## src/sv/gsm7_septet_unpack_escape_core_macros.svh

```systemverilog
// assertion macros for the gsm 7-bit septet unpacker
// uses clk and arst_n of the including module
`ifndef GSM7_SEPTET_UNPACK_ESCAPE_CORE_MACROS_SVH
`define GSM7_SEPTET_UNPACK_ESCAPE_CORE_MACROS_SVH
`ifndef NO_ASSERTIONS
// same-cycle implication
`define G7U_ASSERT_NOW(label, ante, cons) \
	label: assert property (@(posedge clk) disable iff (!arst_n) (ante) |-> (cons)) \
		else $error("assertion failed");
// next-cycle implication
`define G7U_ASSERT_NEXT(label, ante, cons) \
	label: assert property (@(posedge clk) disable iff (!arst_n) (ante) |=> (cons)) \
		else $error("assertion failed");
`else
`define G7U_ASSERT_NOW(label, ante, cons)
`define G7U_ASSERT_NEXT(label, ante, cons)
`endif
`endif

```

## src/sv/g7u_pkg.sv

```systemverilog
// shared types and constants of the gsm 7-bit septet unpacker
// no dependencies
package g7u_pkg;

	localparam logic [6:0] ESC_SEPTET = 7'h1B;
	localparam logic [7:0] ESC_CHAR   = 8'h1B;
	localparam logic [7:0] EURO_RESET = 8'd136;
	localparam int unsigned MAX_RES   = 3;

	// register byte addresses
	localparam logic [2:0] ADDR_EURO = 3'd0;

	// up to three decoded characters of one octet
	typedef struct packed {
		logic [MAX_RES-1:0][7:0] chars;
		logic [1:0]              n;
		logic                    last;
	} res_t;

	// decoder state carried between octets
	typedef struct packed {
		logic [5:0] residue_bits;
		logic [2:0] residue_count;
		logic       escape_held;
	} dec_state_t;

endpackage

```

## src/sv/g7u_if.sv

```systemverilog
// valid/ready channel interfaces for octets in and characters out
// no dependencies
interface g7u_byte_if;
	logic       valid;
	logic       ready;
	logic [7:0] packed_byte;
	logic       last_byte;

	modport source (output valid, packed_byte, last_byte, input ready);
	modport sink (input valid, packed_byte, last_byte, output ready);
endinterface

interface g7u_char_if;
	logic       valid;
	logic       ready;
	logic [7:0] out_char;
	logic       last_char;

	modport source (output valid, out_char, last_char, input ready);
	modport sink (input valid, out_char, last_char, output ready);
endinterface

```

## src/sv/g7u_decode.sv

```systemverilog
// combinational septet extraction and escape decoding for one octet
// depends on g7u_pkg
module g7u_decode import g7u_pkg::*; (
	input  logic [7:0] packed_byte,
	input  logic       last_byte,
	input  dec_state_t cur,
	input  logic [7:0] euro_out_code,
	output res_t       res,
	output dec_state_t nxt
);

	typedef struct packed {
		logic [1:0]      k;
		logic [1:0][7:0] c;
		logic            esc;
	} emit_t;

	function automatic emit_t take_septet(logic esc, logic [6:0] s, logic [7:0] euro);
		emit_t e;
		logic hit;
		logic [7:0] m;
		e = '0;
		hit = 1'b1;
		case (s)
			7'h0A:   m = 8'h0C;
			7'h14:   m = 8'h5E;
			7'h28:   m = 8'h7B;
			7'h29:   m = 8'h7D;
			7'h2F:   m = 8'h5C;
			7'h3C:   m = 8'h5B;
			7'h3D:   m = 8'h7E;
			7'h3E:   m = 8'h5D;
			7'h40:   m = 8'h7C;
			7'h65:   m = euro;
			default: begin
				m = 8'h00;
				hit = 1'b0;
			end
		endcase
		if (esc && hit) begin
			e.c[0] = m;
			e.k = 2'd1;
		end else begin
			if (esc) begin
				e.c[0] = ESC_CHAR;
				e.k = 2'd1;
			end
			if (s == ESC_SEPTET) begin
				e.esc = 1'b1;
			end else begin
				e.c[e.k[0]] = {1'b0, s};
				e.k = e.k + 2'd1;
			end
		end
		return e;
	endfunction

	logic [2:0]  cnt;
	logic [5:0]  mask;
	logic [13:0] data;
	logic        two;
	emit_t       e0;
	emit_t       e1;
	logic        esc;

	always_comb begin
		cnt  = (cur.residue_count > 3'd6) ? 3'd6 : cur.residue_count;
		mask = 6'((7'd1 << cnt) - 7'd1);
		data = 14'(cur.residue_bits & mask) | (14'(packed_byte) << cnt);
		two  = (cnt == 3'd6);

		e0  = take_septet(cur.escape_held, data[6:0], euro_out_code);
		e1  = take_septet(e0.esc, data[13:7], euro_out_code);
		esc = two ? e1.esc : e0.esc;

		res = '0;
		res.last = last_byte;
		for (int j = 0; j < 2; j++) begin
			if (2'(j) < e0.k && res.n < 2'(MAX_RES)) begin
				res.chars[res.n] = e0.c[1'(j)];
				res.n = res.n + 2'd1;
			end
		end
		if (two) begin
			for (int j = 0; j < 2; j++) begin
				if (2'(j) < e1.k && res.n < 2'(MAX_RES)) begin
					res.chars[res.n] = e1.c[1'(j)];
					res.n = res.n + 2'd1;
				end
			end
		end

		// residue: whatever sits above the first septet, unless both were taken
		nxt.residue_bits  = two ? 6'd0 : data[12:7];
		nxt.residue_count = two ? 3'd0 : cnt + 3'd1;
		nxt.escape_held   = esc;

		// end of message: flush a held escape and start clean
		if (last_byte) begin
			if (esc && res.n < 2'(MAX_RES)) begin
				res.chars[res.n] = ESC_CHAR;
				res.n = res.n + 2'd1;
			end
			nxt = '0;
		end
	end

endmodule

```

## src/sv/gsm7_septet_unpack_escape_core.sv

```systemverilog
// gsm 7-bit septet unpacker: octets go through stage 1, then stage 2 drives character beats
// while char_out is ready: one octet per cycle if each yields one char; one char beat per cycle
// an octet yields zero to three characters, so the single character port sets the octet rate
// reset: pipeline empty, residue and held escape cleared, euro_out_code = 136
// depends on g7u_pkg, g7u_if.sv, g7u_decode.sv and the macros header
`include "gsm7_septet_unpack_escape_core_macros.svh"

module gsm7_septet_unpack_escape_core import g7u_pkg::*; (
	input  logic        clk,
	input  logic        arst_n,
	g7u_byte_if.sink    byte_in,
	g7u_char_if.source  char_out,
	input  logic        psel,
	input  logic        penable,
	input  logic        pwrite,
	input  logic [2:0]  paddr,
	input  logic [31:0] pwdata,
	output logic [31:0] prdata,
	output logic        pready
);

	// configuration register
	logic [7:0] euro_out_code_q;
	logic       cfg_wr;

	// stage 1: registered octet
	logic       valid_s1;
	logic [7:0] byte_s1;
	logic       last_s1;

	// stage 2: decoded characters waiting to go out, oldest in slot 0
	logic [MAX_RES-1:0][7:0] chars_s2;
	logic [1:0]              n_s2;
	logic                    last_s2;

	// decoder state between octets
	dec_state_t state_q;
	dec_state_t state_nxt;
	res_t       res;

	logic out_beat;
	logic s2_free;
	logic move_s1;

	// apb: no wait states, single register at offset zero
	assign pready = 1'b1;
	assign cfg_wr = psel && penable && pwrite && (paddr[2] == ADDR_EURO[2]);
	assign prdata = (paddr[2] == ADDR_EURO[2]) ? {24'd0, euro_out_code_q} : 32'd0;

	always_ff @(posedge clk or negedge arst_n) begin
		if (!arst_n) begin
			euro_out_code_q <= EURO_RESET;
		end else if (cfg_wr) begin
			euro_out_code_q <= pwdata[7:0];
		end
	end

	// septet extraction and escape mapping for the octet in stage 1
	g7u_decode u_decode (
		.packed_byte   (byte_s1),
		.last_byte     (last_s1),
		.cur           (state_q),
		.euro_out_code (euro_out_code_q),
		.res           (res),
		.nxt           (state_nxt)
	);

	// stage 2 can take a new list when empty or when its final character leaves now
	assign out_beat = char_out.valid && char_out.ready;
	assign s2_free  = (n_s2 == 2'd0) || ((n_s2 == 2'd1) && char_out.ready);
	assign move_s1  = valid_s1 && s2_free;

	// stage 1 refills as it empties, so octets flow back to back
	assign byte_in.ready = !valid_s1 || s2_free;

	always_ff @(posedge clk or negedge arst_n) begin
		if (!arst_n) begin
			valid_s1 <= 1'b0;
		end else if (byte_in.ready) begin
			valid_s1 <= byte_in.valid;
		end
	end

	always_ff @(posedge clk) begin
		if (byte_in.valid && byte_in.ready) begin
			byte_s1 <= byte_in.packed_byte;
			last_s1 <= byte_in.last_byte;
		end
	end

	// decoder state advances only when an octet's characters are committed to stage 2
	always_ff @(posedge clk or negedge arst_n) begin
		if (!arst_n) begin
			state_q <= '0;
		end else if (move_s1) begin
			state_q <= state_nxt;
		end
	end

	always_ff @(posedge clk or negedge arst_n) begin
		if (!arst_n) begin
			n_s2 <= 2'd0;
		end else if (move_s1) begin
			n_s2 <= res.n;
		end else if (out_beat) begin
			n_s2 <= n_s2 - 2'd1;
		end
	end

	always_ff @(posedge clk) begin
		if (move_s1) begin
			chars_s2 <= res.chars;
			last_s2  <= res.last;
		end else if (out_beat) begin
			// shift the remaining characters toward slot 0
			for (int i = 0; i < MAX_RES - 1; i++) begin
				chars_s2[2'(i)] <= chars_s2[2'(i + 1)];
			end
		end
	end

	assign char_out.valid     = (n_s2 != 2'd0);
	assign char_out.out_char  = chars_s2[0];
	assign char_out.last_char = last_s2 && (n_s2 == 2'd1);

	// checks
	// residue never holds a full septet
	`G7U_ASSERT_NOW(a_residue_short, 1'b1, state_q.residue_count <= 3'd6)
	// a final octet leaves a clean decoder for the next message
	`G7U_ASSERT_NEXT(a_last_clears, move_s1 && last_s1, state_q == '0)
	// stage 2 never holds more than three characters
	`G7U_ASSERT_NOW(a_s2_bound, char_out.valid, n_s2 <= 2'(MAX_RES))

endmodule

```

## src/flat_wrapper.sv

```systemverilog
// flat-port wrapper written by rule: the top's interface ports become plain ports
module gsm7_septet_unpack_escape_core_flat import g7u_pkg::*;
  (clk, arst_n, psel, penable, pwrite, paddr, pwdata, prdata, pready, byte_in_valid, byte_in_packed_byte, byte_in_last_byte, byte_in_ready, char_out_valid, char_out_out_char, char_out_last_char, char_out_ready);
  g7u_byte_if byte_in_i ();
  g7u_char_if char_out_i ();
  input  logic clk;
  input  logic arst_n;
  input  logic psel;
  input  logic penable;
  input  logic pwrite;
  input  logic [2:0] paddr;
  input  logic [31:0] pwdata;
  output logic [31:0] prdata;
  output logic pready;
  input wire logic [$bits(byte_in_i.valid)-1:0] byte_in_valid;
  input wire logic [$bits(byte_in_i.packed_byte)-1:0] byte_in_packed_byte;
  input wire logic [$bits(byte_in_i.last_byte)-1:0] byte_in_last_byte;
  output wire logic [$bits(byte_in_i.ready)-1:0] byte_in_ready;
  output wire logic [$bits(char_out_i.valid)-1:0] char_out_valid;
  output wire logic [$bits(char_out_i.out_char)-1:0] char_out_out_char;
  output wire logic [$bits(char_out_i.last_char)-1:0] char_out_last_char;
  input wire logic [$bits(char_out_i.ready)-1:0] char_out_ready;
  assign byte_in_i.valid = byte_in_valid;
  assign byte_in_i.packed_byte = byte_in_packed_byte;
  assign byte_in_i.last_byte = byte_in_last_byte;
  assign byte_in_ready = byte_in_i.ready;
  assign char_out_valid = char_out_i.valid;
  assign char_out_out_char = char_out_i.out_char;
  assign char_out_last_char = char_out_i.last_char;
  assign char_out_i.ready = char_out_ready;
  gsm7_septet_unpack_escape_core u_core (.clk(clk), .arst_n(arst_n), .byte_in(byte_in_i), .char_out(char_out_i), .psel(psel), .penable(penable), .pwrite(pwrite), .paddr(paddr), .pwdata(pwdata), .prdata(prdata), .pready(pready));
endmodule
```

## config.mk

```make
export PLATFORM = sky130hd
export DESIGN_NAME = gsm7_septet_unpack_escape_core_flat
export DESIGN_NICKNAME = d
export VERILOG_FILES = /design/src/sv/g7u_pkg.sv /design/src/sv/g7u_if.sv /design/src/sv/g7u_decode.sv /design/src/sv/gsm7_septet_unpack_escape_core.sv /design/src/flat_wrapper.sv
export VERILOG_INCLUDE_DIRS = /design/src /design/src/sv
export SDC_FILE = /design/constraint.sdc
export NUM_CORES = 1
export LEC_CHECK = 0
export BUFFER_PORTS_ARGS = -buffer_cell sky130_fd_sc_hd__buf_2
export CELL_PAD_IN_SITES_DETAIL_PLACEMENT = 1
export CELL_PAD_IN_SITES_GLOBAL_PLACEMENT = 2
export CORE_MARGIN = 3
export CORE_UTILIZATION = 30
export CTS_CLUSTER_SIZE = 8
export DETAILED_ROUTE_END_ITERATION = 12
export GPL_ROUTABILITY_DRIVEN = 1
export GPL_TIMING_DRIVEN = 1
export PLACE_DENSITY_LB_ADDON = 0.25
export SLEW_MARGIN = 40
export SYNTH_ARGS = -nofsm -noshare
export SYNTH_HDL_FRONTEND = slang
export SYNTH_HIERARCHICAL = 1
export SYNTH_SLANG_ARGS = --single-unit
```

## constraint.sdc

```tcl
create_clock -name clk -period 14.7 [get_ports clk]
set_clock_uncertainty 0.05 [all_clocks]
set_input_delay 0.735 -clock clk [delete_from_list [all_inputs] [get_ports clk]]
set_output_delay 0.735 -clock clk [all_outputs]
set_load 0.05 [all_outputs]
```

# --- After elaboration in Yosys (flattened, before gate mapping) ---
# Index checks and enable logic that the tools add are counted.
classes:
  reduce_logical: 28
  order_cmp: 21
  bitwise_logic: 6
  eq_ne: 24
  shifts: 2
  add_sub_neg: 9
  muxes: 57
op_table:
  columns: ["operator", "count"]
  rows:
  - ["$pmux 8 s10", 2]
  - ["$mux 18", 6]
  - ["$mux 8", 12]
  - ["$eq 7x6->1 const B", 12]
  - ["$mux 26", 3]
  - ["$bwmux 24", 3]
  - ["$demux 8 s2", 4]
  - ["$bwmux 16", 2]
  - ["$eq 7x5->1 const B", 4]
  - ["$eq 7x7->1 const B", 4]
  - ["$logic_and 1x1->1", 20]
  - ["$mux 10", 2]
  - ["$reduce_or 10->1", 2]
  - ["$demux 8 s1", 2]
  - ["$mux 16", 1]
  - ["$eq 7x4->1 const B", 2]
  - ["$or 6x14->14", 1]
  - ["$shl 8x3->14", 1]
  - ["$add 2x1->2 const B", 6]
  - ["$lt 2x3->1 const B", 4]
  - ["$mux 2", 6]
  - ["$mux 5", 2]
  - ["$mux 1", 9]
  - ["$and 8x8->8", 1]
  - ["22 further kinds", 36]
word_totals:
  in_bits: 51
  regBits: 47
  out_inout_bits: 44

# --- Depth between registers and ports, before layout ---
# Gate-level depths: netlist (run 1).
depth:
  depth_word: 49
  ltp_mapped: 27

# --- Cells and area by module ---
# The synthesis (run 1) kept the hierarchy.
modules_own_cells:
  columns: ["mod", "area_per_inst_um2", "cells_per_inst", "n_inst", "seq_area_each_um2"]
  rows:
  - ["g7u_decode", 2384.8, 346, 1, 0.0]
  - ["gsm7_septet_unpack_escape_core", 2132.0, 147, 1, 1308.8]

# --- Worst setup path before layout (run 1) ---
# Ideal clock, no wire load.
synth_timing:
  path_type: "reg-to-reg"
  start: "reg u_core/state_q[1] (netlist name)"
  end: "reg u_core.chars_s2 (netlist bit u_core/char_out.out_char[7]) (data pin)"
  arrival_ns: 5.846
  period_less_slack_ns: 6.156
  path_slack_ns: 8.544
  stages_incl_launch_ff: 26
  required_ns: 14.390
  cell_sequence: "dfrtp_1 buf_6 buf_6 mux2_4 a221o_1 buf_6 or4_4 a2111oi_4 a31oi_1 nor4bb_1 ha_1 xnor2_1 inv_1 ha_1 or3_1 buf_2 o31a_1 xnor2_2 inv_1 ha_1 nand2b_1 a21oi_1 buf_2 a21oi_1 and3_1 mux2_2"
synth_rtl:
  columns: ["item", "line", "rtl"]
  rows:
  - ["from (decl)", "gsm7_septet_unpack_escape_core.sv:37", "dec_state_t state_q;"]
  - ["from (signal assigned)", "gsm7_septet_unpack_escape_core.sv:96", "state_q <= state_nxt;"]
  - ["to (signal assigned)", "gsm7_septet_unpack_escape_core.sv:112", "chars_s2 <= res.chars;"]
  - ["to (signal, indexed assignment)", "gsm7_septet_unpack_escape_core.sv:117", "chars_s2[2'(i)] <= chars_s2[2'(i + 1)];"]
  - ["to (decl)", "gsm7_septet_unpack_escape_core.sv:32", "logic [MAX_RES-1:0][7:0] chars_s2;"]

==> summary.log, run 1 <==
INFO  die            floorplan.die_area=16230µm²
INFO  critical_path  critical_path.endpoint_type=flip-flop
INFO  clock_network  cts_resized=0
INFO  power_and_ir_drop design_power_total=0.9068mW
INFO  clock_network  clockRootBuffer=sky130_fd_sc_hd__clkbuf_16
INFO  logic_synthesis post_synth.cell_area_avg=9.251µm²
INFO  worst_hold_path min_path_type=in -> async
INFO  clock_network  cts.path.max_buffers=2
INFO  route          route.detailed.vias_per_inst=5.461
INFO  route          avgRoutedWirePerCell=19.33µm
INFO  finish         stdcell_count=674
INFO  timing         finalCritPeriodShare=0.5208
INFO  placed_design  final_weighted_congestion_of_routability_driven_global_placement=0.8643
INFO  placed_design  place.port_buffers=43
INFO  timing         finalCriticalPeriod=7.656ns
INFO  die            io-pin-count=95
INFO  die            fp.coreArea=14150µm²
INFO  timing         setup_tns=0ns
INFO  timing         fin_ws=7.044ns
INFO  logic_synthesis synth-warning-count=6
INFO  critical_path  critical_path_required=14.81ns
INFO  critical_path  worst_ep_arrival_time=7.77ns
INFO  critical_path  timing.critical_path.cells=buf_4 > nor4bb_1 > a221o_1 > mux2i_1 > o22ai_1 > a31oi_1 > nor4bb_1 > ha_1 > xnor2_1 > inv_1 > ha_1 > or3_1 > o31a_1 > xnor2_2 > inv_1 > ha_1 > nand2b_1 > a21oi_1 > nand2_1 > nand3_1 > a211oi_1 > a211oi_1 > mux2_2
INFO  placed_design  dp.cells=665
INFO  status         result_of_the_run=completed
INFO  die            die_w=127.4µm
INFO  critical_path  crit_top_cell=sky130_fd_sc_hd__ha_1
INFO  clock_network  htree_num_levels=2
INFO  route          wirelength=13030µm
INFO  power_and_ir_drop cellPowerDensity=192.7nW/µm²
INFO  route          drt.antenna.violating_nets=0
INFO  die            dieHeight=127.4µm
INFO  timing         report.final.hold_viol_count=0
INFO  global_routing grt_first_pass_wirelength=21220µm
INFO  run            drv.max_cap_violation_count=0
INFO  power_and_ir_drop worst_ir_drop_vdd=0.08132mV
INFO  finish         synthToLayoutAreaGrowth=6.395%
INFO  finish         layout-drive-gt1-share=0.2368
INFO  clock_network  postCtsHoldBufs=0
INFO  placed_design  detailed_place.area=4544µm²
INFO  die            floorplan.initialDensity=0.3125
INFO  timing         slew_viol_final=0
INFO  critical_path  crit_fanout=22
INFO  power_and_ir_drop static_leakage_power=1.915nW
INFO  global_routing grt_pass1_vias=3760
INFO  critical_path  r2r_start=u_core/state_q[2]$_DFFE_PN0P_
INFO  critical_path  timing.reg2reg.worst_path_depth=23
INFO  finish         num_antenna_cells=0
INFO  global_routing globalRoute.totalOverflow=0
INFO  timing         fmax=0.1306GHz
INFO  global_routing grt_max_degree=35
INFO  placed_design  dpl_hpwl=9962µm
INFO  timing         setup_repair_after_global_routing_missed_its_margin=no
INFO  timing         report.final.setup_viol=0
INFO  route          drt_first_iter_violations=176
INFO  clock_network  cts_tree=done
INFO  clock_network  clk_transition_reported_paths=0.07ns
INFO  route          detailed_route_via_count=3681
INFO  route          dr.pass1.iters=4
INFO  critical_path  critical-path-max-stage-delay=0.70ns
INFO  critical_path  cp_slowest_cell=sky130_fd_sc_hd__dfrtp_1
INFO  timing         slew_headroom=0.4779
INFO  logic_synthesis synth_cells=478
INFO  clock_network  tritoncts_num_sinks=47
INFO  clock_network  cts_setup_buffers=0
INFO  critical_path  critPathKind=reg -> reg
INFO  global_routing groute.usage.overall=0.1627
INFO  clock_network  cts_buffer_count=5
INFO  finish         postLayoutCellArea=4705µm²
INFO  clock_network  worst_skew_pair.late_latency=0.29ns
INFO  timing         worst-slew-pin-transition=0.7832ns
INFO  placed_design  pre_cts_slack=7.134ns
INFO  global_routing grt_antenna_before_repair=0
INFO  route          drc=0
INFO  critical_path  critPathLaunchType=flip-flop
INFO  finish         final_nets=555
INFO  die            fp-row-count=43
INFO  critical_path  timing.reg2reg.setup_slack=7.04ns
INFO  logic_synthesis post_synthesis_cell_area=4422µm²
INFO  critical_path  r2r_end=u_core/char_out.out_char[1]$_DFFE_PP_
## cell type report
class	count	area, µm²
clock buffers	6	128.9
clock inverters	2	12.51
fillers	1652	9445
inverters	17	66.31
multi-input cells	375	2720
flip-flops and latches	47	1309
well taps	180	225.2
repair buffers	47	242.7
## state kept, by name (all words and copies together) (netlist names)
name                      flops
u_core/n_s2                   2
u_core/last_s1                1
u_core/last_s2                1
u_core/char_out.out_char      8
u_core/euro_out_code_q        8
u_core/byte_s1                8
u_core/chars_s2               8
u_core/valid_s1               1
u_core/state_q               10
## critical path, delay by kind of cell (launching register included)
| family | cells | cell delay (ns) |
|---|---|---|
| xor+xnor | 2 | 0.56 |
| fa+ha+maj | 3 | 0.84 |
| flops | 1 | 0.70 |
| buf+inv | 3 | 0.58 |
| compound gates | 7 | 2.15 |
| mux | 2 | 0.41 |
| simple gates | 6 | 2.22 |
## worst max-delay path by stage
stage                                   from                               endpoint  cells past startpoint
5_1_grt        u_core/state_q[2]$_DFFE_PN0P_  u_core/char_out.out_char[1]$_DFFE_PP_                     23
3_5_place_dp   u_core/state_q[2]$_DFFE_PN0P_  u_core/char_out.out_char[0]$_DFFE_PP_                     23
2_1_floorplan  u_core/state_q[1]$_DFFE_PN0P_  u_core/char_out.out_char[7]$_DFFE_PP_                     25
3_3_place_gp   u_core/state_q[2]$_DFFE_PN0P_  u_core/char_out.out_char[1]$_DFFE_PP_                     23
4_1_cts        u_core/state_q[2]$_DFFE_PN0P_  u_core/char_out.out_char[0]$_DFFE_PP_                     23
6_report       u_core/state_q[2]$_DFFE_PN0P_  u_core/char_out.out_char[1]$_DFFE_PP_                     23
## stage by stage
step           hold slack, ns    util
2_1_floorplan          0.3894       -
3_3_place_gp           0.4404  0.3212
3_5_place_dp           0.4516  0.3212
4_1_cts                0.3833  0.3312
5_1_grt                0.4033  0.3325
6_report               0.3529  0.3325
## cell usage in the layout (no fill, tap or decap), types with 6 or more instances in the layout
| cell type | n |
|---|---|
| sky130_fd_sc_hd__and2_1 | 12 |
| sky130_fd_sc_hd__buf_2 | 44 |
| sky130_fd_sc_hd__edfxtp_1 | 26 |
| sky130_fd_sc_hd__a21oi_1 | 17 |
| sky130_fd_sc_hd__a211oi_1 | 6 |
| sky130_fd_sc_hd__nor2_1 | 33 |
| sky130_fd_sc_hd__mux2i_1 | 12 |
| sky130_fd_sc_hd__nand2b_1 | 9 |
| sky130_fd_sc_hd__nand3_1 | 17 |
| sky130_fd_sc_hd__nor2b_1 | 11 |
| sky130_fd_sc_hd__o21ai_0 | 22 |
| sky130_fd_sc_hd__mux2_2 | 31 |
| sky130_fd_sc_hd__nor3_1 | 11 |
| sky130_fd_sc_hd__dfrtp_1 | 19 |
| sky130_fd_sc_hd__ha_1 | 11 |
| sky130_fd_sc_hd__conb_1 | 25 |
| sky130_fd_sc_hd__nand2_1 | 34 |
| sky130_fd_sc_hd__inv_1 | 16 |
| sky130_fd_sc_hd__o21a_1 | 7 |
## layer usage
metal	wire, µm	track usage	vias to the layer above	part of all wire
met5	0	0	-	0
met4	192	0.04290	0	0.015
met3	493	0.01965	14	0.038
met2	6168	0.2688	93	0.47
met1	6172	0.2256	1834	0.47
li1	-	-	1740	-
## power by group
| group | leakage (nW) | total, mW | internal [mW] | switching [mW] |
|---|---|---|---|---|
| Sequential | 0.521 | 0.230 | 0.191 | 0.0391 |
| Clock | 0.0669 | 0.114 | 0.0629 | 0.0507 |
| Combinational | 1.33 | 0.563 | 0.195 | 0.368 |
| Total | 1.92 | 0.907 | 0.449 | 0.458 |
No activity file was read; power rests on OpenSTA's default activity.
==> run 2, diff against run 1 <==
--- a/config.mk
+++ b/config.mk
@@ -6,6 +6,7 @@
 export SDC_FILE = /design/constraint.sdc
 export NUM_CORES = 1
 export LEC_CHECK = 0
+export ABC_AREA = 1
 export BUFFER_PORTS_ARGS = -buffer_cell sky130_fd_sc_hd__buf_2
 export CELL_PAD_IN_SITES_DETAIL_PLACEMENT = 1
 export CELL_PAD_IN_SITES_GLOBAL_PLACEMENT = 2
==> constraint.sdc (replaced) <==
create_clock -name clk -period 7.1 [get_ports clk]
set_clock_uncertainty 0.05 [all_clocks]
set_input_delay 0.355 -clock clk [delete_from_list [all_inputs] [get_ports clk]]
set_output_delay 0.355 -clock clk [all_outputs]
set_load 0.05 [all_outputs]
==> summary.log, run 2 <==
INFO  critical_path  crit_top_cell=sky130_fd_sc_hd__nand2_1
INFO  route          drt_first_iter_violations=155
INFO  route          wirelength=13530µm
INFO  placed_design  dpl_hpwl=10850µm
INFO  route          dr.pass1.iters=4
INFO  die            dieHeight=128.4µm
INFO  die            die_w=128.4µm
INFO  logic_synthesis post_synth.cell_area_avg=6.506µm²
INFO  timing         worst-slew-pin-transition=0.7119ns
INFO  finish         largest_register_ff_count=10
INFO  clock_network  tritoncts_num_sinks=47
INFO  timing         report.final.hold_viol_count=19
INFO  die            floorplan.die_area=16490µm²
INFO  finish         final_nets=774
INFO  route          drc=0
INFO  route          detailed_route_via_count=4279
INFO  clock_network  worst_skew_pair.late_latency=0.30ns
INFO  clock_network  cts_resized=0
INFO  critical_path  worst_ep_arrival_time=5.63ns
INFO  clock_network  clockRootBuffer=sky130_fd_sc_hd__clkbuf_16
INFO  timing         finalCritPeriodShare=0.7918
INFO  finish         num_antenna_cells=0
INFO  finish         largest_register=u_core/state_q
INFO  finish         layout_common_cells=207 x sky130_fd_sc_hd__nand2_1, 92 x sky130_fd_sc_hd__nand3_1, 81 x sky130_fd_sc_hd__nor2_1
INFO  global_routing grt_max_degree=30
INFO  critical_path  crit_fanout=18
INFO  clock_network  cts_tree=done
INFO  die            io-pin-count=95
INFO  timing         setup_tns=0ns
INFO  logic_synthesis synth_cells=691
INFO  die            fp.coreArea=14590µm²
INFO  run            drv.max_cap_violation_count=0
INFO  power_and_ir_drop design_power_total=2.114mW
INFO  global_routing gr-max-usage-layer=met2
INFO  timing         slew_viol_final=0
INFO  route          avgRoutedWirePerCell=15.08µm
INFO  finish         layout-drive-gt1-share=0.1655
INFO  placed_design  place.port_buffers=43
INFO  status         result_of_the_run=finished with violations
INFO  power_and_ir_drop worst_ir_drop_vdd=0.1758mV
INFO  status         failed_checks=negative hold slack
INFO  placed_design  final_weighted_congestion_of_routability_driven_global_placement=0.8501
INFO  timing         slew_headroom=0.5254
INFO  placed_design  dp.cells=889
INFO  logic_synthesis synth-warning-count=6
INFO  die            fp-row-count=44
INFO  timing         fmax=0.1779GHz
INFO  worst_hold_path min_path_type=in -> async
INFO  critical_path  critPathKind=reg -> reg
INFO  finish         register_area=1309µm²
INFO  global_routing gr-usage-met2=0.3006
INFO  critical_path  critical-path-max-stage-delay=0.76ns
INFO  finish         fill_cells=1889
INFO  finish         multi_input_comb_area=2540µm²
INFO  finish         synthToLayoutAreaGrowth=7.403%
INFO  global_routing globalRoute.totalOverflow=0
INFO  global_routing grt_first_pass_wirelength=22430µm
INFO  clock_network  cts_buffer_count=5
INFO  global_routing grt_antenna_before_repair=0
INFO  critical_path  cp_slowest_cell=sky130_fd_sc_hd__dfrtp_1
INFO  critical_path  critPathLaunchType=flip-flop
INFO  global_routing grt.met1_usage=0.2167
INFO  power_and_ir_drop static_leakage_power=2.542nW
INFO  timing         setup_repair_after_global_routing_missed_its_margin=no
INFO  route          drt.antenna.violating_nets=0
INFO  global_routing groute.layer.met3.usage=0.02449
INFO  finish         stdcell_count=897
INFO  timing         finalCriticalPeriod=5.622ns
INFO  critical_path  critical_path.endpoint_type=flip-flop
INFO  timing         report.final.setup_viol=0
INFO  critical_path  critical_path_required=7.11ns
INFO  logic_synthesis post_synthesis_cell_area=4496µm²
INFO  clock_network  cts_setup_buffers=0
INFO  die            floorplan.initialDensity=0.3081
INFO  global_routing grt_pass1_vias=4402
INFO  route          route.detailed.vias_per_inst=4.770
INFO  global_routing groute.usage.overall=0.1695
INFO  clock_network  htree_num_levels=2
INFO  timing         hold-worst-slack=-0.01578ns
INFO  clock_network  clk_transition_reported_paths=0.07ns
INFO  power_and_ir_drop cellPowerDensity=437.8nW/µm²
INFO  finish         mostFrequentLayoutCell=sky130_fd_sc_hd__nand2_1
INFO  clock_network  cts.path.max_buffers=2
INFO  clock_network  postCtsHoldBufs=0
-- run 2: routing by layer --
layer	vias to the layer above	wire length, µm
li1	2163	-
met1	2011	6216
met2	88	6607
met3	17	503
met4	0	197
met5	-	0
-- run 2: power breakdown --
| group | internal (mW) | switching (mW) | total [mW] |
|---|---|---|---|
| combinational | 0.319 | 0.987 | 1.31 |
| clock | 0.205 | 0.117 | 0.322 |
| sequential | 0.409 | 0.0764 | 0.486 |
| total | 0.933 | 1.18 | 2.11 |
-- run 2: critical path, delay by kind of cell, from the launching register on --
kind | cells | cell delay, ns
AND/OR/NAND/NOR | 20 | 3.28
adder cells (fa/ha/maj) | 3 | 0.73
AO/OA/AOI/OAI | 1 | 0.05
buffers and inverters | 3 | 0.27
flip-flops | 1 | 0.76
XOR/XNOR | 1 | 0.21
-- run 2: cell type report --
| cell class | count | area share |
|---|---|---|
| multi-input combinational | 526 | 0.5260 |
| clock inverter | 3 | 0.01477 |
| sequential | 47 | 0.2711 |
| inverter | 88 | 0.06841 |
| clock buffer | 5 | 0.02591 |
| timing repair buffer | 44 | 0.04613 |
| tap | 184 | 0.04768 |
-- run 2: stage by stage --
stage	instance area [µm²]	utilization	worst slack, ns
after global placement	4629	0.3173	1.591
after CTS	4826	0.3308	1.444
after detailed placement	4629	0.3173	1.449
after floorplan	4582	-	2.904
final	4828	0.3310	1.478
after global routing	4828	0.3310	0.8497
-- run 2: worst paths after layout --
check                                              start                                    end  slack (ns)  depth (start not counted)
max                        u_core/state_q[3]$_DFFE_PN0P_  u_core/char_out.out_char[6]$_DFFE_PP_        1.48                         28
min                                               arst_n  u_core/euro_out_code_q[5]$_DFFE_PN0P_       -0.02                          1
max reg2reg                u_core/state_q[3]$_DFFE_PN0P_  u_core/char_out.out_char[6]$_DFFE_PP_        1.48                         28
min reg2reg                   u_core/n_s2[1]$_DFFE_PN0P_             u_core/n_s2[1]$_DFFE_PN0P_        0.43                          2
max in group asynchronous                         arst_n  u_core/euro_out_code_q[7]$_DFFE_PN1P_        6.64                          1
min in group clk                  byte_in_packed_byte[2]            u_core/byte_s1[2]$_DFFE_PP_        0.17                          1
